--- src/hw/rtl/cptb_pkg.sv ---
package cptb_pkg;

    // Bank size and advance width.
    localparam int NUM_TIMERS = 4;
    localparam int CYCLE_BITS = 12;

    // Derived widths.
    localparam int TIDX_W     = (NUM_TIMERS > 1) ? $clog2(NUM_TIMERS) : 1;
    localparam int CNT_W      = 16;
    localparam int ACC_W      = 10;
    localparam int TICK_W     = ((CYCLE_BITS > ACC_W) ? CYCLE_BITS : ACC_W) + 1;
    localparam int DIV_STEP_W = $clog2(TICK_W + 1);
    localparam int OVF_W      = 12;
    localparam int OVF_MAX    = 4095;
    localparam int IRQ_W      = 4;

    // Control word bit positions.
    localparam int CTL_CASCADE_BIT = 2;
    localparam int CTL_IRQ_BIT     = 6;
    localparam int CTL_EN_BIT      = 7;

    // Prescaler select codes.
    localparam logic [1:0] PS_DIV1    = 2'd0;
    localparam logic [1:0] PS_DIV64   = 2'd1;
    localparam logic [1:0] PS_DIV256  = 2'd2;
    localparam logic [1:0] PS_DIV1024 = 2'd3;

    // Item kinds.
    typedef enum logic [1:0] {
        KIND_CTRL    = 2'd0,
        KIND_RELOAD  = 2'd1,
        KIND_ADVANCE = 2'd2
    } kind_t;

    // Sequencer states of the top level.
    typedef enum logic [1:0] {
        ST_IDLE,
        ST_LOAD,
        ST_DIV,
        ST_REPORT
    } state_t;

    // Status returned by the shared divider.
    typedef struct packed {
        logic              done;
        logic [TICK_W-1:0] quot;
        logic [CNT_W-1:0]  rem;
    } div_res_t;

    // Saturate an overflow count to the output range.
    function automatic logic [OVF_W-1:0] ovf_sat(input logic [TICK_W-1:0] n);
        if (32'(n) > OVF_MAX)
        begin
            ovf_sat = OVF_W'(OVF_MAX);
        end
        else
        begin
            ovf_sat = OVF_W'(n);
        end
    endfunction

endpackage

--- src/hw/rtl/cptb_div.sv ---
module cptb_div
    import cptb_pkg::*;
(
    input  logic              clk,
    input  logic              rst_n,
    input  logic              start,
    input  logic [TICK_W-1:0] dividend,
    input  logic [CNT_W:0]    divisor,
    output div_res_t          res
);

    logic                  busy_reg, busy_next;
    logic                  done_reg, done_next;
    logic [DIV_STEP_W-1:0] step_reg, step_next;
    logic [CNT_W-1:0]      rem_reg, rem_next;
    logic [TICK_W-1:0]     quo_reg, quo_next;
    logic [CNT_W:0]        dsr_reg, dsr_next;

    logic [CNT_W:0]        trial;
    logic [CNT_W:0]        diff;
    logic                  ge;

    // One restoring step: bring down the next dividend bit and try a subtract.
    always_comb
    begin
        trial = {rem_reg, quo_reg[TICK_W-1]};
        diff  = trial - dsr_reg;
        ge    = (trial >= dsr_reg);
    end

    // Step sequencing.
    always_comb
    begin
        busy_next = busy_reg;
        done_next = 1'b0;
        step_next = step_reg;
        rem_next  = rem_reg;
        quo_next  = quo_reg;
        dsr_next  = dsr_reg;
        if (start)
        begin
            busy_next = 1'b1;
            step_next = DIV_STEP_W'(TICK_W);
            rem_next  = '0;
            quo_next  = dividend;
            dsr_next  = divisor;
        end
        else if (busy_reg)
        begin
            rem_next  = ge ? diff[CNT_W-1:0] : trial[CNT_W-1:0];
            quo_next  = {quo_reg[TICK_W-2:0], ge};
            step_next = step_reg - DIV_STEP_W'(1);
            if (step_reg == DIV_STEP_W'(1))
            begin
                busy_next = 1'b0;
                done_next = 1'b1;
            end
        end
    end

    // Control registers.
    always_ff @(posedge clk or negedge rst_n)
    begin
        if (!rst_n)
        begin
            busy_reg <= 1'b0;
            done_reg <= 1'b0;
            step_reg <= '0;
        end
        else
        begin
            busy_reg <= busy_next;
            done_reg <= done_next;
            step_reg <= step_next;
        end
    end

    // Datapath registers.
    always_ff @(posedge clk)
    begin
        rem_reg <= rem_next;
        quo_reg <= quo_next;
        dsr_reg <= dsr_next;
    end

    assign res.done = done_reg;
    assign res.quot = quo_reg;
    assign res.rem  = rem_reg;

    // A new division is only started once the previous one has finished.
    a_start_idle: assert property (@(posedge clk) disable iff (!rst_n)
        start |-> !busy_reg)
        else $error("divider started while busy");

    // Completion is flagged only after the last step.
    a_done_idle: assert property (@(posedge clk) disable iff (!rst_n)
        done_reg |-> !busy_reg)
        else $error("divider done while still busy");

    // While busy, steps remain.
    a_busy_steps: assert property (@(posedge clk) disable iff (!rst_n)
        busy_reg |-> step_reg != '0)
        else $error("divider busy with no steps left");

endmodule

--- src/hw/rtl/cascaded_prescaled_timer_bank.sv ---
// Sequence: a write item goes from ST_IDLE to ST_REPORT, which registers its result once the
// output is not stalled. An advance item visits ST_LOAD for each timer, and ST_DIV for each timer
// that wraps, then ST_REPORT.
// Throughput: one item at a time; the next item is taken the cycle after the result is
// registered. The wrap count of each timer comes from a shared 13-step restoring divider.
// Reset: rst_n clears all counters, reload values, control bits and prescalers at once.
module cascaded_prescaled_timer_bank
    import cptb_pkg::*;
(
    input  logic                  clk,
    input  logic                  rst_n,
    input  logic                  in_valid,
    output logic                  in_stall,
    input  logic [1:0]            kind,
    input  logic [1:0]            timer_index,
    input  logic [CNT_W-1:0]      write_value,
    input  logic [CYCLE_BITS-1:0] cycles,
    output logic                  out_valid,
    input  logic                  out_stall,
    output logic [IRQ_W-1:0]      irq_raised,
    output logic [OVF_W-1:0]      timer0_overflows,
    output logic [OVF_W-1:0]      timer1_overflows,
    output logic [CNT_W-1:0]      counter_value
);

    localparam logic [CNT_W:0] WRAP = {1'b1, {CNT_W{1'b0}}};

    // Timer state.
    logic [CNT_W-1:0] cnt_reg     [NUM_TIMERS];
    logic [CNT_W-1:0] cnt_next    [NUM_TIMERS];
    logic [CNT_W-1:0] reload_reg  [NUM_TIMERS];
    logic [CNT_W-1:0] reload_next [NUM_TIMERS];
    logic [1:0]       sel_reg     [NUM_TIMERS];
    logic [1:0]       sel_next    [NUM_TIMERS];
    logic             cascade_reg [NUM_TIMERS];
    logic             cascade_next[NUM_TIMERS];
    logic             irq_en_reg  [NUM_TIMERS];
    logic             irq_en_next [NUM_TIMERS];
    logic             run_reg     [NUM_TIMERS];
    logic             run_next    [NUM_TIMERS];
    logic [ACC_W-1:0] acc_reg     [NUM_TIMERS];
    logic [ACC_W-1:0] acc_next    [NUM_TIMERS];

    // Sequencer and item registers.
    state_t                  state_reg, state_next;
    logic [TIDX_W-1:0]       k_reg, k_next;
    kind_t                   kind_reg, kind_next;
    logic [TIDX_W-1:0]       idx_reg, idx_next;
    logic                    idx_ok_reg, idx_ok_next;
    logic [CYCLE_BITS-1:0]   cycles_reg, cycles_next;
    logic [TICK_W-1:0]       kprev_reg, kprev_next;
    logic [IRQ_W-1:0]        irq_acc_reg, irq_acc_next;
    logic [OVF_W-1:0]        ovf0_reg, ovf0_next;
    logic [OVF_W-1:0]        ovf1_reg, ovf1_next;

    // Output register.
    logic                    out_valid_reg, out_valid_next;
    logic [IRQ_W-1:0]        irq_out_reg, irq_out_next;
    logic [OVF_W-1:0]        ovf0_out_reg, ovf0_out_next;
    logic [OVF_W-1:0]        ovf1_out_reg, ovf1_out_next;
    logic [CNT_W-1:0]        cnt_out_reg, cnt_out_next;

    // Shared timer read port and step datapath.
    logic [TIDX_W-1:0]       port_idx;
    logic                    port_idx_ok;
    logic [TIDX_W-1:0]       cur_idx;
    logic [CNT_W-1:0]        cnt_cur;
    logic [CNT_W-1:0]        reload_cur;
    logic [1:0]              sel_cur;
    logic                    cascade_cur;
    logic                    irq_en_cur;
    logic                    run_cur;
    logic [ACC_W-1:0]        acc_cur;
    logic                    is_first;
    logic                    is_source;
    logic                    is_chained;
    logic [TICK_W-1:0]       total;
    logic [TICK_W-1:0]       ticks_src;
    logic [ACC_W-1:0]        acc_src;
    logic [TICK_W-1:0]       ticks;
    logic [CNT_W:0]          d0;
    logic                    no_wrap;
    logic [TICK_W-1:0]       wraps;
    logic                    in_accept;
    logic                    k_last;

    logic                    div_start;
    logic [TICK_W-1:0]       div_dividend;
    logic [CNT_W:0]          div_divisor;
    div_res_t                div_res;

    cptb_div u_div (
        .clk      (clk),
        .rst_n    (rst_n),
        .start    (div_start),
        .dividend (div_dividend),
        .divisor  (div_divisor),
        .res      (div_res)
    );

    assign port_idx    = TIDX_W'(timer_index);
    assign port_idx_ok = (32'(timer_index) < NUM_TIMERS);
    assign in_stall    = (state_reg != ST_IDLE);
    assign in_accept   = in_valid && !in_stall;
    assign k_last      = (k_reg == TIDX_W'(NUM_TIMERS - 1));
    assign is_first    = (k_reg == '0);

    // Pick the timer that the current step works on.
    always_comb
    begin
        case (state_reg)
            ST_IDLE:   cur_idx = port_idx;
            ST_REPORT: cur_idx = idx_reg;
            default:   cur_idx = k_reg;
        endcase
        cnt_cur     = cnt_reg[cur_idx];
        reload_cur  = reload_reg[cur_idx];
        sel_cur     = sel_reg[cur_idx];
        cascade_cur = cascade_reg[cur_idx];
        irq_en_cur  = irq_en_reg[cur_idx];
        run_cur     = run_reg[cur_idx];
        acc_cur     = acc_reg[cur_idx];
    end

    // Prescaler: ticks this timer gets from the advance, and the remainder it keeps.
    always_comb
    begin
        total = TICK_W'(acc_cur) + TICK_W'(cycles_reg);
        case (sel_cur)
            PS_DIV64:
            begin
                ticks_src = total >> 6;
                acc_src   = ACC_W'(total[5:0]);
            end
            PS_DIV256:
            begin
                ticks_src = total >> 8;
                acc_src   = ACC_W'(total[7:0]);
            end
            PS_DIV1024:
            begin
                ticks_src = total >> 10;
                acc_src   = total[ACC_W-1:0];
            end
            default:
            begin
                ticks_src = total;
                acc_src   = '0;
            end
        endcase
        is_source  = run_cur && (is_first || !cascade_cur);
        is_chained = run_cur && !is_first && cascade_cur;
        if (is_source)
        begin
            ticks = ticks_src;
        end
        else if (is_chained)
        begin
            ticks = kprev_reg;
        end
        else
        begin
            ticks = '0;
        end
        // Ticks until the first wrap, and the ticks left after it.
        d0           = WRAP - {1'b0, cnt_cur};
        no_wrap      = (32'(ticks) < 32'(d0));
        div_dividend = TICK_W'(32'(ticks) - 32'(d0));
        div_divisor  = WRAP - {1'b0, reload_cur};
        wraps        = div_res.quot + TICK_W'(1);
    end

    // Sequencer: next state, timer updates and result assembly.
    always_comb
    begin
        state_next     = state_reg;
        k_next         = k_reg;
        kind_next      = kind_reg;
        idx_next       = idx_reg;
        idx_ok_next    = idx_ok_reg;
        cycles_next    = cycles_reg;
        kprev_next     = kprev_reg;
        irq_acc_next   = irq_acc_reg;
        ovf0_next      = ovf0_reg;
        ovf1_next      = ovf1_reg;
        irq_out_next   = irq_out_reg;
        ovf0_out_next  = ovf0_out_reg;
        ovf1_out_next  = ovf1_out_reg;
        cnt_out_next   = cnt_out_reg;
        out_valid_next = out_valid_reg && out_stall;
        div_start      = 1'b0;
        cnt_next       = cnt_reg;
        reload_next    = reload_reg;
        sel_next       = sel_reg;
        cascade_next   = cascade_reg;
        irq_en_next    = irq_en_reg;
        run_next       = run_reg;
        acc_next       = acc_reg;

        case (state_reg)
            ST_IDLE:
            begin
                if (in_accept)
                begin
                    kind_next    = kind_t'(kind);
                    idx_next     = port_idx;
                    idx_ok_next  = port_idx_ok;
                    cycles_next  = cycles;
                    kprev_next   = '0;
                    irq_acc_next = '0;
                    ovf0_next    = '0;
                    ovf1_next    = '0;
                    k_next       = '0;
                    state_next   = ST_REPORT;
                    case (kind_t'(kind))
                        KIND_CTRL:
                        begin
                            if (port_idx_ok)
                            begin
                                sel_next[cur_idx]     = write_value[1:0];
                                cascade_next[cur_idx] = write_value[CTL_CASCADE_BIT];
                                irq_en_next[cur_idx]  = write_value[CTL_IRQ_BIT];
                                run_next[cur_idx]     = write_value[CTL_EN_BIT];
                                // Enable rising: restart from the reload value.
                                if (write_value[CTL_EN_BIT] && !run_cur)
                                begin
                                    cnt_next[cur_idx] = reload_cur;
                                    acc_next[cur_idx] = '0;
                                end
                            end
                        end
                        KIND_RELOAD:
                        begin
                            if (port_idx_ok)
                            begin
                                reload_next[cur_idx] = write_value;
                            end
                        end
                        KIND_ADVANCE:
                        begin
                            state_next = ST_LOAD;
                        end
                        default:
                        begin
                            state_next = ST_REPORT;
                        end
                    endcase
                end
            end

            ST_LOAD:
            begin
                if (is_source)
                begin
                    acc_next[cur_idx] = acc_src;
                end
                if (no_wrap)
                begin
                    // No wrap: just add the ticks; nothing passes down the chain.
                    cnt_next[cur_idx] = CNT_W'(cnt_cur + CNT_W'(ticks));
                    kprev_next        = '0;
                    if (k_last)
                    begin
                        state_next = ST_REPORT;
                    end
                    else
                    begin
                        k_next = k_reg + TIDX_W'(1);
                    end
                end
                else
                begin
                    div_start  = 1'b1;
                    state_next = ST_DIV;
                end
            end

            ST_DIV:
            begin
                if (div_res.done)
                begin
                    // Wraps = 1 + remaining ticks / reload period; remainder lands
                    // on top of the reload value.
                    cnt_next[cur_idx] = reload_cur + div_res.rem;
                    kprev_next        = wraps;
                    if (irq_en_cur)
                    begin
                        for (int j = 0; j < IRQ_W; j++)
                        begin
                            if (32'(k_reg) == j)
                            begin
                                irq_acc_next[j] = 1'b1;
                            end
                        end
                    end
                    if (is_first)
                    begin
                        ovf0_next = ovf_sat(wraps);
                    end
                    if (k_reg == TIDX_W'(1))
                    begin
                        ovf1_next = ovf_sat(wraps);
                    end
                    if (k_last)
                    begin
                        state_next = ST_REPORT;
                    end
                    else
                    begin
                        k_next     = k_reg + TIDX_W'(1);
                        state_next = ST_LOAD;
                    end
                end
            end

            ST_REPORT:
            begin
                if (!out_valid_reg || !out_stall)
                begin
                    out_valid_next = 1'b1;
                    irq_out_next   = irq_acc_reg;
                    ovf0_out_next  = ovf0_reg;
                    ovf1_out_next  = ovf1_reg;
                    cnt_out_next   = idx_ok_reg ? cnt_cur : '0;
                    state_next     = ST_IDLE;
                end
            end

            default:
            begin
                state_next = ST_IDLE;
            end
        endcase
    end

    // Control and timer state registers.
    always_ff @(posedge clk or negedge rst_n)
    begin
        if (!rst_n)
        begin
            state_reg     <= ST_IDLE;
            k_reg         <= '0;
            out_valid_reg <= 1'b0;
            for (int i = 0; i < NUM_TIMERS; i++)
            begin
                cnt_reg[i]     <= '0;
                reload_reg[i]  <= '0;
                sel_reg[i]     <= '0;
                cascade_reg[i] <= 1'b0;
                irq_en_reg[i]  <= 1'b0;
                run_reg[i]     <= 1'b0;
                acc_reg[i]     <= '0;
            end
        end
        else
        begin
            state_reg     <= state_next;
            k_reg         <= k_next;
            out_valid_reg <= out_valid_next;
            cnt_reg       <= cnt_next;
            reload_reg    <= reload_next;
            sel_reg       <= sel_next;
            cascade_reg   <= cascade_next;
            irq_en_reg    <= irq_en_next;
            run_reg       <= run_next;
            acc_reg       <= acc_next;
        end
    end

    // Item and result payload registers.
    always_ff @(posedge clk)
    begin
        kind_reg     <= kind_next;
        idx_reg      <= idx_next;
        idx_ok_reg   <= idx_ok_next;
        cycles_reg   <= cycles_next;
        kprev_reg    <= kprev_next;
        irq_acc_reg  <= irq_acc_next;
        ovf0_reg     <= ovf0_next;
        ovf1_reg     <= ovf1_next;
        irq_out_reg  <= irq_out_next;
        ovf0_out_reg <= ovf0_out_next;
        ovf1_out_reg <= ovf1_out_next;
        cnt_out_reg  <= cnt_out_next;
    end

    assign out_valid        = out_valid_reg;
    assign irq_raised       = irq_out_reg;
    assign timer0_overflows = ovf0_out_reg;
    assign timer1_overflows = ovf1_out_reg;
    assign counter_value    = cnt_out_reg;

    // The divider only reports back while the sequencer waits for it.
    a_div_done_state: assert property (@(posedge clk) disable iff (!rst_n)
        div_res.done |-> state_reg == ST_DIV)
        else $error("divider result arrived outside the wait state");

    // Each advance starts with no carried wraps and no raised interrupts.
    a_first_clean: assert property (@(posedge clk) disable iff (!rst_n)
        (state_reg == ST_LOAD && k_reg == '0) |-> (kprev_reg == '0 && irq_acc_reg == '0))
        else $error("advance started with stale accumulators");

    // Write items report no interrupts and no overflows.
    a_write_quiet: assert property (@(posedge clk) disable iff (!rst_n)
        (state_reg == ST_REPORT && kind_reg != KIND_ADVANCE)
            |-> (irq_acc_reg == '0 && ovf0_reg == '0 && ovf1_reg == '0))
        else $error("write item reported overflow activity");

    // Only an advance item ever uses the divider.
    a_div_advance: assert property (@(posedge clk) disable iff (!rst_n)
        (state_reg == ST_DIV) |-> (kind_reg == KIND_ADVANCE))
        else $error("divider used for a non-advance item");

endmodule
--- config.mk ---
export PLATFORM = sky130hd
export DESIGN_NAME = cascaded_prescaled_timer_bank
export DESIGN_NICKNAME = d
export VERILOG_FILES = /design/src/hw/rtl/cptb_pkg.sv /design/src/hw/rtl/cptb_div.sv /design/src/hw/rtl/cascaded_prescaled_timer_bank.sv
export SDC_FILE = /design/constraint.sdc
export NUM_CORES = 1
export LEC_CHECK = 0
export BUFFER_PORTS_ARGS = -buffer_cell sky130_fd_sc_hd__clkbuf_2
export CAP_MARGIN = 20
export CORE_UTILIZATION = 50
export DETAILED_ROUTE_END_ITERATION = 16
export HOLD_SLACK_MARGIN = 0.06
export PLACE_DENSITY = 0.69
export SLEW_MARGIN = 20
export SYNTH_ARGS = -nofsm -noshare
export SYNTH_HDL_FRONTEND = slang
export SYNTH_SLANG_ARGS = --single-unit
--- constraint.sdc ---
create_clock -name clk -period 7.78 [get_ports clk]
set_input_delay 1.556 -clock clk [delete_from_list [all_inputs] [get_ports clk]]
set_output_delay 1.556 -clock clk [all_outputs]
set_load 0.05 [all_outputs]
== After elaboration in Yosys (flattened, before gate mapping) ==
Index checks and enable logic that the tools add are counted.
Widths: inputs -> output; s select.

* Register bits after elaboration: 344
* Output and inout bits: 46

* Add/subtract/negate cells: 10
* Magnitude comparators: 5
* Equality and inequality tests: 25
* Multiplexer cells: 102
* Bitwise logic cells: 3
* Reductions and logical operators: 37

{| class="wikitable"
|+ Operators with widths
! cell !! count
|-
| $mux 64 || 5
|-
| $bwmux 64 || 4
|-
| $pmux 64 s3 || 1
|-
| $mux 40 || 4
|-
| $mux 16 || 6
|-
| $mux 13 || 7
|-
| $pmux 40 s2 || 1
|-
| $pmux 13 s3 || 2
|-
| $mux 12 || 6
|-
| $bmux 16 s2 || 2
|-
| $pmux 12 s2 || 2
|-
| $and 40x40->40 || 1
|-
| $bwmux 40 || 1
|-
| $not 40->40 || 1
|-
| $sub 17x16->17 const A || 2
|-
| $demux 16 s2 || 1
|-
| $mux 10 || 3
|-
| $pmux 10 s3 || 1
|-
| $mux 2 || 14
|-
| $reduce_and 5->1 || 5
|-
| $mux 1 || 21
|-
| $bmux 10 s2 || 1
|-
| $demux 10 s2 || 1
|-
| $mux 4 || 5
|-
| 40 further kinds || 85
|}

== Logic depth before layout (Yosys ltp) ==
Gate-level depths: netlist (run 1).

* Word-level depth: 14
* Mapped depth: 36
* Mapped depth without buffers: 30

== Hierarchy ==
From an unflattened synthesis (run 1), not the netlist that was laid out.

* Cell total of the unflattened synthesis: 1898
* Area total of the unflattened synthesis: 19890.3 um^2

{| class="wikitable"
|+ Modules (own cells, without submodules)
! module !! instances !! cells an instance !! area each (um^2) !! seq. area each (um^2)
|-
| cascaded_prescaled_timer_bank || 1 || 1624 || 16937.5 || 7802.5
|-
| cptb_div || 1 || 274 || 2952.8 || 1371.3
|}

== Least setup slack after synthesis (run 1) ==
No wires, ideal clock.

* Path kind: in2reg
* From: input timer_index[0]
* To: register u_div.quo_reg[0] (enable)
* Setup time: 0.340 ns
* Arrival: 8.099 ns
* Data required time: 7.440 ns
* Path slack: -0.659 ns
* Cell stages on the path: 26
* Path buffers: 5
* Cells stage by stage: a221oi_4 > nor2_2 > buf_4 > buf_1 > buf_1 > clkbuf_1 > mux4_2 > ha_1 > a21o_1 > a2111o_1 > and3_1 > o31a_1 > o21ai_0 > xor2_1 > o211a_1 > o31ai_1 > ha_1 > nor2b_1 > o21ai_0 > a21oi_1 > o21ai_0 > a21oi_1 > a221o_1 > nand3_2 > clkbuf_1 > nand2_1

* Longest elaborated chain between the ends: 13

{| class="wikitable"
|+ RTL lines
! what !! RTL line !! source
|-
| from (decl) || cascaded_prescaled_timer_bank.sv:15 || <nowiki>input logic [1:0] timer_index,</nowiki>
|-
| $pmux 2 s2 * || cascaded_prescaled_timer_bank.sv:111 || <nowiki>case (state_reg)</nowiki>
|-
| $not 2->3 (not written as such) * || -- ||
|-
| parallel branches: the longest is 7 deep, another holds $add 10x12->13 || -- ||
|-
| $lt 13x17->1 * || cascaded_prescaled_timer_bank.sv:167 || <nowiki>no_wrap = (32'(ticks) < 32'(d0));</nowiki>
|-
| $mux 1 * || cascaded_prescaled_timer_bank.sv:257 || <nowiki>if (no_wrap)</nowiki>
|-
| $mux 1 * || cascaded_prescaled_timer_bank.sv:200 || <nowiki>case (state_reg)</nowiki>
|-
| $reduce_bool 2->1 (no source line) * || -- ||
|-
| to (signal assigned) || cptb_div.sv:82 || <nowiki>quo_reg <= quo_next;</nowiki>
|-
| to (decl) || cptb_div.sv:16 || <nowiki>logic [TICK_W-1:0] quo_reg, quo_next;</nowiki>
|}

Every way passes the cells marked *. The select of a mux whose other input is x is not followed.
A chain may end at the register's enable or synchronous reset.

== Final worst setup path (run 1) ==
* From: input timer_index[1]
* To: register cnt_reg[48] in the netlist's numbering

* Longest elaborated chain between the ends: 13

{| class="wikitable"
|+ RTL lines
! what !! RTL line !! source
|-
| $pmux 2 s2 * || cascaded_prescaled_timer_bank.sv:111 ||
|-
| $not 2->3 (not written as such) * || -- ||
|-
| parallel branches: the longest is 11 deep, another holds $add 16x13->16 || -- ||
|-
| to (signal assigned) || cascaded_prescaled_timer_bank.sv:360 || <nowiki>cnt_reg <= cnt_next;</nowiki>
|-
| to (decl) || cascaded_prescaled_timer_bank.sv:29 || <nowiki>logic [CNT_W-1:0] cnt_reg [NUM_TIMERS];</nowiki>
|}

Marked as above.

==> results of run 1 <==
cell usage after synthesis (all sizes together) (30+ instances only):
library cell  number
nand2            208
dfrtp            199
o21ai            172
a21oi            160
edfxtp           129
nor2             125
mux2              90
ha                86
inv               68
clkbuf            61
xnor2             54
nand3             39
xor2              35
mux4              34
nor3              33
buf               30
layer usage:
metal  wire length [µm]  vias up
li1                   -     7263
met2              25000      800
met4               2080        0
met3               5160      143
met5                  0        -
met1              24500     7761
worst max path at each step:
stage	start	endpoint	slack, ns	cells after the start
2_1_floorplan	timer_index[0]	cnt_reg[31]	0.03	28
3_3_place_gp	timer_index[1]	cnt_reg[52]	0.21	28
3_5_place_dp	timer_index[1]	cnt_reg[48]	0.08	28
4_1_cts	timer_index[1]	cnt_reg[48]	0.64	28
5_1_grt	timer_index[1]	cnt_reg[53]	0.13	28
6_report	timer_index[1]	cnt_reg[48]	0.54	28
worst register-to-register path, stage by stage, from the launching register on:
cell and delay (ns):
dfrtp_1 0.44, inv_1 0.12, ha_1 0.47, nor2b_1 0.24, nor2_4 0.18, mux4_2 0.52, ha_1 0.20, a21o_1 0.18
a21o_1 0.19, a2111o_1 0.44, and3_1 0.18, o31a_1 0.29, o21ai_0 0.20, xor2_1 0.12, buf_4 0.15, o21a_1 0.16
o31ai_1 0.40, ha_1 0.27, o21ai_0 0.10, a21oi_1 0.20, o21ai_1 0.12, a21oi_1 0.23, a221oi_1 0.11, buf_4 0.17
o31ai_2 0.83, nor2_1 0.08, buf_4 0.24, o22a_1 0.22
area by class of cell:
| cell class | instances | share of cell area [%] |
|---|---|---|
| Tap cell | 518 | 2.92 |
| Clock inverter | 20 | 0.784 |
| Clock buffer | 45 | 4.50 |
| Inverter | 69 | 1.17 |
| Sequential cell | 344 | 41.4 |
| Multi-Input combinational cell | 1411 | 45.1 |
| Timing Repair Buffer | 144 | 4.22 |
metrics by stage:
stage                     util [%]  hold slack, ns
after detailed placement      54.0           0.405
final                         57.1           0.415
after floorplan                  -           0.400
after CTS                     57.0           0.418
after global routing          57.1           0.424
after global placement        54.0           0.401
kinds of logic after synthesis:
kind of cell | count (synthesis)
mux | 150
xor+xnor | 89
compound gates | 562
fa+ha+maj | 91
simple gates | 519
flops | 344
buf+inv | 160
==> impl_metrics.tcl, run 1 <==
set metrics [dict create \
    status "finished clean" \
    hp-start "ovf0_reg[9]" \
    path_class "primary input to register" \
    wl_per_cell_um 22.2 \
    synth-main-ff-cell "dfrtp_1" \
    nFillCells 3254 \
    maxSlewHeadroom_pct 21.4 \
    crit_family "compound AO/OA/AOI/OAI gates" \
    synth_top_family_by_area "compound AO/OA/AOI/OAI gates" \
    die_y_um 201 \
    numPortBuffers 81 \
    track_usage_pct 28.2 \
    syn-num-nets 2042 \
    cts_tree "built" \
    antenna_found_initial 0 \
    synthSimpleGateAreaFrac_pct 12.0 \
    cp-start-kind "primary input" \
    grt_pass1_wl_mm 88.1 \
    grtUsageMet1_pct 40.0 \
    gp_congestion 0.970 \
    die_w_um 201 \
    async_flop_share_pct 57.8 \
    path_clk_slew_ns 0.06 \
    dpl.cell_count 2485 \
    clkSinkCount 344 \
    ys_seq_area_share_pct 46.4 \
    grt_max_degree 119 \
    grt_pass1_vias 15200 \
    die_area_um2 40300 \
    cts-root-buf "clkbuf_16" \
    worstSkewPairLatency_ns 0.56 \
    nets 2135 \
    crit_path_max_incr_delay_ns 0.83 \
    multi_input_area_um2 9990 \
    finalWorstSetupSlack_ns 0.538 \
    grt_busiest_layer "met2" \
    holdPathEnd "timer0_overflows[9]" \
    cts_buffers 38 \
    gr-usage-met3_pct 5.31 \
    min_period_ns 7.24 \
    netlist_instances 1915 \
    ctsResizeCount 0 \
    r2r-start "state_reg[0]" \
    setup_viol 0 \
    dr.pass1.iters 6 \
    maxCapViolations 0 \
    final_common_cell "nand2_1" \
    yosysTopAreaCell "dfrtp_1" \
    cp.required_ns 8.22 \
    slew_violations 0 \
    whs_path_depth 0 \
    seqCellArea_um2 9170 \
    dp_slack_ns 0.0841 \
    layout.cells.non_filler 2551 \
    critPathBufInv 4 \
    start_util_pct 50.9 \
    htree_levels 2 \
    placed_cell_area_um2 21000 \
    core_area_um2 38800 \
    ant_nets 0 \
    cp-end-kind "register" \
    r2r-end "cnt_reg[48]" \
    cts_hold_buffers 0 \
    fin_tns_setup_ns 0 \
    overflow 0 \
    mostFrequentLayoutCells "nand2_1 (205), dfrtp_1 (199), o21ai_0 (168)" \
    synth_compound_area_share_pct 18.0 \
    viasPerCell 6.26 \
    synth_top_area_share_pct 25.2 \
    rows 72 \
    avgSynthCellArea_um2 10.3 \
    worstHoldPathType "register to register" \
    synthToLayoutAreaGrowth_pct 12.2 \
    drc_errors 0 \
    synthTopCellsByArea "dfrtp_1 (25%), edfxtp_1 (20%), ha_1 (5.4%)" \
    muxShareOfSynthArea_pct 10.3 \
    drive_gt1_share_pct 17.3 \
    skew_ns 0.0133 \
    synth-edff-count 129 \
    ioPinCount 82 \
    drtIter0Drc 1688 \
    critPathArrivalTime_ns 7.68 \
    post_cts_buffers 0 \
    hpwl_mm 40.9 \
    ys_warn_count 0 \
    finalCritPeriodShare_pct 93.1 \
    tightest_slew_ns 1.17 \
    crit_fanout 13 \
    reg2reg_depth 27 \
    rsz0062_at_grt "no" \
    fmax_mhz 138 \
    synth-xor-area-share_pct 3.94 \
    synth_cell_types 80 \
    worst_path_max_delay_cell "o31ai_2" \
    gr-usage-met2_pct 43.0 \
    cts_buffer_depth 3 \
    reg2reg_slack_ns 0.62 \
    n_antenna_cell 0 \
    route.vias.total 16000 \
    hold_violations 0 \
    synthAdderAreaFrac_pct 5.95 \
    syn_area_um2 19800 \
    synth_seq_cells 344 \
    fin_area_um2 22200 \
    wirelength_mm 56.7 \
]
Power of run 1 is not shown: default switching activity piles up to over one toggle a cycle in this logic, so the estimate is an artifact.
==> run 2: changes to the inputs <==
--- a/config.mk
+++ b/config.mk
@@ -11,7 +11,9 @@
 export DETAILED_ROUTE_END_ITERATION = 16
 export HOLD_SLACK_MARGIN = 0.06
 export PLACE_DENSITY = 0.69
-export SLEW_MARGIN = 20
+export SLEW_MARGIN = 40
 export SYNTH_ARGS = -nofsm -noshare
 export SYNTH_HDL_FRONTEND = slang
+export SYNTH_HIERARCHICAL = 1
 export SYNTH_SLANG_ARGS = --single-unit
+export TNS_END_PERCENT = 10
==> run 2 against run 1 <==
Compared with the run above:
- worst hold slack better by 0.0021 ns
- cell count down 1.1%
- core utilization about the same
- highest routed layer unchanged
==> impl_metrics.tcl, run 2 <==
set metrics [dict create \
    slew_violations 0 \
    tightest_slew_ns 0.914 \
    setup_viol 0 \
    synth_cell_types 88 \
    die_area_um2 40600 \
    ctsResizeCount 0 \
    path_clk_slew_ns 0.06 \
    maxSlewHeadroom_pct 38.9 \
    synth-main-ff-cell "dfrtp_1" \
    drtIter0Drc 1517 \
    layout.cells.non_filler 2522 \
    core_area_um2 38900 \
    syn_area_um2 19900 \
    min_period_ns 7.25 \
    skew_ns 0.0229 \
    fmax_mhz 138 \
    cts_buffers 38 \
    cts-root-buf "clkbuf_16" \
    synth_top_area_share_pct 25.0 \
    ant_nets 0 \
    critPathArrivalTime_ns 7.50 \
    crit_fanout 32 \
    cts_hold_buffers 0 \
    gp_congestion 0.955 \
    async_flop_share_pct 57.8 \
    die_w_um 201 \
    start_util_pct 51.1 \
    synth.most_common_cell "nand2_1" \
    track_usage_pct 28.5 \
    synthTopCellsByArea "dfrtp_1 (25%), edfxtp_1 (19%), mux2_2 (5.8%)" \
    overflow 0 \
    viasPerCell 6.24 \
    synthTopCellsByCount "nand2_1 (209), dfrtp_1 (199), nor2_1 (149)" \
    numPortBuffers 81 \
    grt_pass1_vias 15300 \
    dpl.cell_count 2454 \
    synth-edff-count 129 \
    fin_area_um2 22300 \
    mostFrequentLayoutCells "nand2_1 (208), dfrtp_1 (199), nor2_1 (147)" \
    drc_errors 0 \
    grt_max_degree 97 \
    synthToLayoutAreaGrowth_pct 11.9 \
    finalCritPeriodShare_pct 93.1 \
    post_cts_buffers 0 \
    dr.pass1.iters 7 \
    netlist_instances 1898 \
    hpwl_mm 41.4 \
    cp-end-kind "register" \
    placed_cell_area_um2 21000 \
    fin_tns_setup_ns 0 \
    nets 2104 \
    crit_path_max_incr_delay_ns 0.61 \
    final_common_cell "nand2_1" \
    ys_warn_count 6 \
    cts_buffer_depth 3 \
    cts_tree "built" \
    syn-num-nets 2025 \
    cp.required_ns 8.03 \
    synth_seq_cells 344 \
    htree_levels 2 \
    cp-start-kind "register" \
    worstSkewPairLatency_ns 0.56 \
    hold_violations 0 \
    antenna_found_initial 2 \
    wirelength_mm 57.6 \
    avgSynthCellArea_um2 10.5 \
    worstHoldPathType "register to register" \
    drive_gt1_share_pct 18.5 \
    clkSinkCount 344 \
    worst_path_max_delay_cell "ha_1" \
    reg2reg_slack_ns 0.53 \
    rsz0062_at_grt "no" \
    rows 72 \
    path_class "register to register" \
    yosysTopAreaCell "dfrtp_1" \
    status "finished clean" \
    die_y_um 201 \
    ioPinCount 82 \
    grt_pass1_wl_mm 89.6 \
    ys_seq_area_share_pct 46.1 \
    wl_per_cell_um 22.8 \
    route.vias.total 15700 \
    maxCapViolations 0 \
]
[run 2: cell count changes after synthesis, sizes merged, moves of 7 or more]
cell	previous run	this run
a22oi	11	22
a2bb2oi	21	14
nor2	125	150
a21oi	160	143
mux2	90	103
a211oi	17	25
or2	6	14
o31ai	12	5
or3	15	8
and2	6	13
o21ai	172	106
o311ai	7	0
o32a	3	20
o2bb2ai	0	12
[run 2: kinds of logic after synthesis]
group	share of synthesized area (%)
AND/OR/NAND/NOR	12.9
AO/OA/AOI/OAI	16.7
flip-flops	46.1
multiplexers	11.2
buffers and inverters	3.32
adder cells (fa/ha/maj)	5.91
XOR/XNOR	3.83
[run 2: layout make-up]
type,count,area (µm²)
Antenna cell,2,5.00
Clock buffer,48,1040
Clock inverter,17,203
Fill cell,3362,16700
Inverter,66,248
Multi-Input combinational cell,1395,10100
Sequential cell,344,9170
Tap cell,518,648
Timing Repair Buffer,132,822
[run 2: layer usage]
metal / vias to the layer above / wire length (µm) / track usage, %
met5: - / 0 / 0
met4: 0 / 2280 / 11.9
met3: 148 / 5290 / 6.74
met2: 745 / 25000 / 42.2
met1: 7688 / 25000 / 40.2
li1: 7167 / - / -
[run 2: path summary, 6_finish.rpt]
check | from | end | depth (start not counted)
min in group asynchronous | rst_n | k_reg[0] | 1
max reg2reg | state_reg[1] | u_div/quo_reg[1] | 29
max | state_reg[1] | u_div/quo_reg[1] | 29
min | ovf0_reg[10] | timer0_overflows[10] | 0
max in group asynchronous | rst_n | run_reg[0] | 3
min reg2reg | ovf0_reg[10] | timer0_overflows[10] | 0
[run 2: worst max-delay path: cells and delay by family (launching register included)]
family	cells	cell delay, ns
xor gates and xnor gates	1	0.19
DFF	1	0.45
adders and majority gates	3	1.28
muxes	1	0.53
buffers and inverters	6	1.20
and+or+nand+nor	4	0.65
AOI/OAI and AO/OA	14	2.61
[run 2: stage by stage]
| stage | utilization [%] | hold WS (ns) | setup WS [ns] |
|---|---|---|---|
| after global routing | 57.2 | 0.425 | 0.0831 |
| final | 57.2 | 0.417 | 0.535 |
| after floorplan | - | 0.400 | 0.000962 |
| after global placement | 53.8 | 0.404 | 0.292 |
| after detailed placement | 53.9 | 0.405 | 0.157 |
| after CTS | 57.1 | 0.418 | 0.643 |
Power of run 2 is left out for the same reason.
==> run 3: changes to the inputs <==
--- a/config.mk
+++ b/config.mk
@@ -11,6 +11,7 @@
 export DETAILED_ROUTE_END_ITERATION = 16
 export HOLD_SLACK_MARGIN = 0.06
 export PLACE_DENSITY = 0.69
+export REMOVE_ABC_BUFFERS = 1
 export SLEW_MARGIN = 40
 export SYNTH_ARGS = -nofsm -noshare
 export SYNTH_HDL_FRONTEND = slang
==> run 3 against run 2 <==
Compared with the run above:
- sequential share of layout area down 0.35 points
- non-clock buffer count up 22
- routed wire length down 2.6%
- via count up 0.79%
- cell count up 0.99%
- global-route usage down 0.87 points
- count of clock-buffer cells in the layout up 5
- worst hold slack worse by 0.00078 ns
- die area unchanged
==> impl_metrics.tcl, run 3 (synthesis gave the netlist of run 2 again) <==
set metrics [dict create \
    reg2reg_depth 27 \
    maxSlewHeadroom_pct 43.4 \
    grt_pass1_vias 15200 \
    maxCapViolations 0 \
    cp-end-kind "register" \
    grt_max_degree 127 \
    drc_errors 0 \
    cts_buffers 39 \
    r2r-end "cnt_reg[62]" \
    setup_viol 0 \
    fin_tns_setup_ns 0 \
    gp_congestion 0.956 \
    drive_gt1_share_pct 19.7 \
    crit_fanout 7 \
    cts_hold_buffers 0 \
    die_area_um2 40600 \
    r2r-start "state_reg[1]" \
    antenna_found_initial 0 \
    cp.required_ns 8.23 \
    die_y_um 201 \
    fmax_mhz 135 \
    htree_levels 2 \
    cts_tree "built" \
    hpwl_mm 40.7 \
    core_area_um2 38900 \
    worstSkewPairLatency_ns 0.57 \
    drtIter0Drc 1492 \
    critPathArrivalTime_ns 7.84 \
    placed_cell_area_um2 21200 \
    worstSetupStartpoint "timer_index[0]" \
    mostFrequentLayoutCells "nand2_1 (207), dfrtp_1 (198), nor2_1 (145)" \
    post_cts_buffers 0 \
    start_util_pct 51.1 \
    numPortBuffers 81 \
    final_common_cell "nand2_1" \
    overflow 0 \
    rsz0062_at_grt "no" \
    worstHoldPathType "register to register" \
    hold_violations 0 \
    ctsResizeCount 0 \
    nets 2127 \
    ant_nets 0 \
    grt_pass1_wl_mm 87.3 \
    rows 72 \
    cts-root-buf "clkbuf_16" \
    dpl.cell_count 2477 \
    reg2reg_slack_ns 0.42 \
    viasPerCell 6.23 \
    die_w_um 201 \
    cts_buffer_depth 3 \
    ioPinCount 82 \
    path_clk_slew_ns 0.06 \
    track_usage_pct 27.7 \
    skew_ns 0.0225 \
    min_period_ns 7.39 \
    wl_per_cell_um 22.0 \
    fin_area_um2 22400 \
    wirelength_mm 56.1 \
    tightest_slew_ns 0.849 \
    layout.cells.non_filler 2547 \
    status "finished clean" \
    n_antenna_cell 0 \
    synthToLayoutAreaGrowth_pct 12.8 \
    cp-endpoint "cnt_reg[62]" \
    clkSinkCount 344 \
    slew_violations 0 \
    cp-start-kind "primary input" \
    route.vias.total 15900 \
    dr.pass1.iters 6 \
    finalCritPeriodShare_pct 95.0 \
    path_class "primary input to register" \
]
==> run 3: changes by cell type in the layout (fill, tap and decap cells not counted), sizes merged <==
| cell | delta |
|---|---|
| clkinv | -2 |
| buf | +21 |
| inv | +6 |
| bufinv | -2 |
| clkbuf | +6 |
| clkinvlp | -2 |
| diode | -2 |
==> run 3: worst min path at each step <==
stage,startpoint,to,depth (start not counted)
floorplan,irq_acc_reg[0],irq_raised[0],0
global placement,ovf1_reg[5],timer1_overflows[5],0
detailed placement,ovf0_reg[0],timer0_overflows[0],0
CTS,ovf0_reg[0],timer0_overflows[0],0
global route,ovf0_reg[5],timer0_overflows[5],0
finish,ovf0_reg[0],timer0_overflows[0],0
==> run 3: layout make-up <==
type	instances	area, µm²
clock buffers	53	1120
clock inverters	17	160
fillers	3313	16500
inverters	66	248
multi-input cells	1395	10100
flip-flops and latches	344	9180
well taps	518	648
repair buffers	154	990
==> run 3: stage by stage <==
step	worst slack, ns	util [%]	hold slack (ns)
2_1_floorplan	-1.81	-	0.400
3_3_place_gp	0.0835	54.3	0.404
3_5_place_dp	0.0128	54.4	0.405
4_1_cts	0.578	57.7	0.418
5_1_grt	0.0467	57.7	0.424
6_report	0.391	57.7	0.416
==> run 3: worst max-delay path: stages <==
cell and delay (ns):
clkbuf_2 0.11, a221oi_2 0.39, a21oi_4 0.08, nand2_1 0.10
a21oi_1 0.06, or2_2 0.33, ha_1 0.29, a21o_1 0.18
a21o_1 0.18, a2111oi_0 0.45, buf_4 0.20, or3_1 0.12
a31oi_1 0.10, o21ai_0 0.27, xor2_1 0.23, nor2_1 0.08
o2111a_1 0.30, ha_1 0.28, nor2b_1 0.14, o31a_1 0.28
o41ai_1 0.33, o21ai_0 0.21, nand3_1 0.13, nand2_1 0.12
o2111ai_2 0.11, inv_2 0.10, or4_1 0.70, o32a_1 0.41
==> run 3: metal layers <==
metal	share of wire, %	vias to the layer above	track usage, %	wire [µm]
li1	-	7210	-	-
met1	43	7782	38.8	24100
met2	45	734	42.8	25300
met3	8.6	147	5.65	4830
met4	3.3	0	9.63	1830
met5	0	-	0	0
Power of run 3 is left out for the same reason.
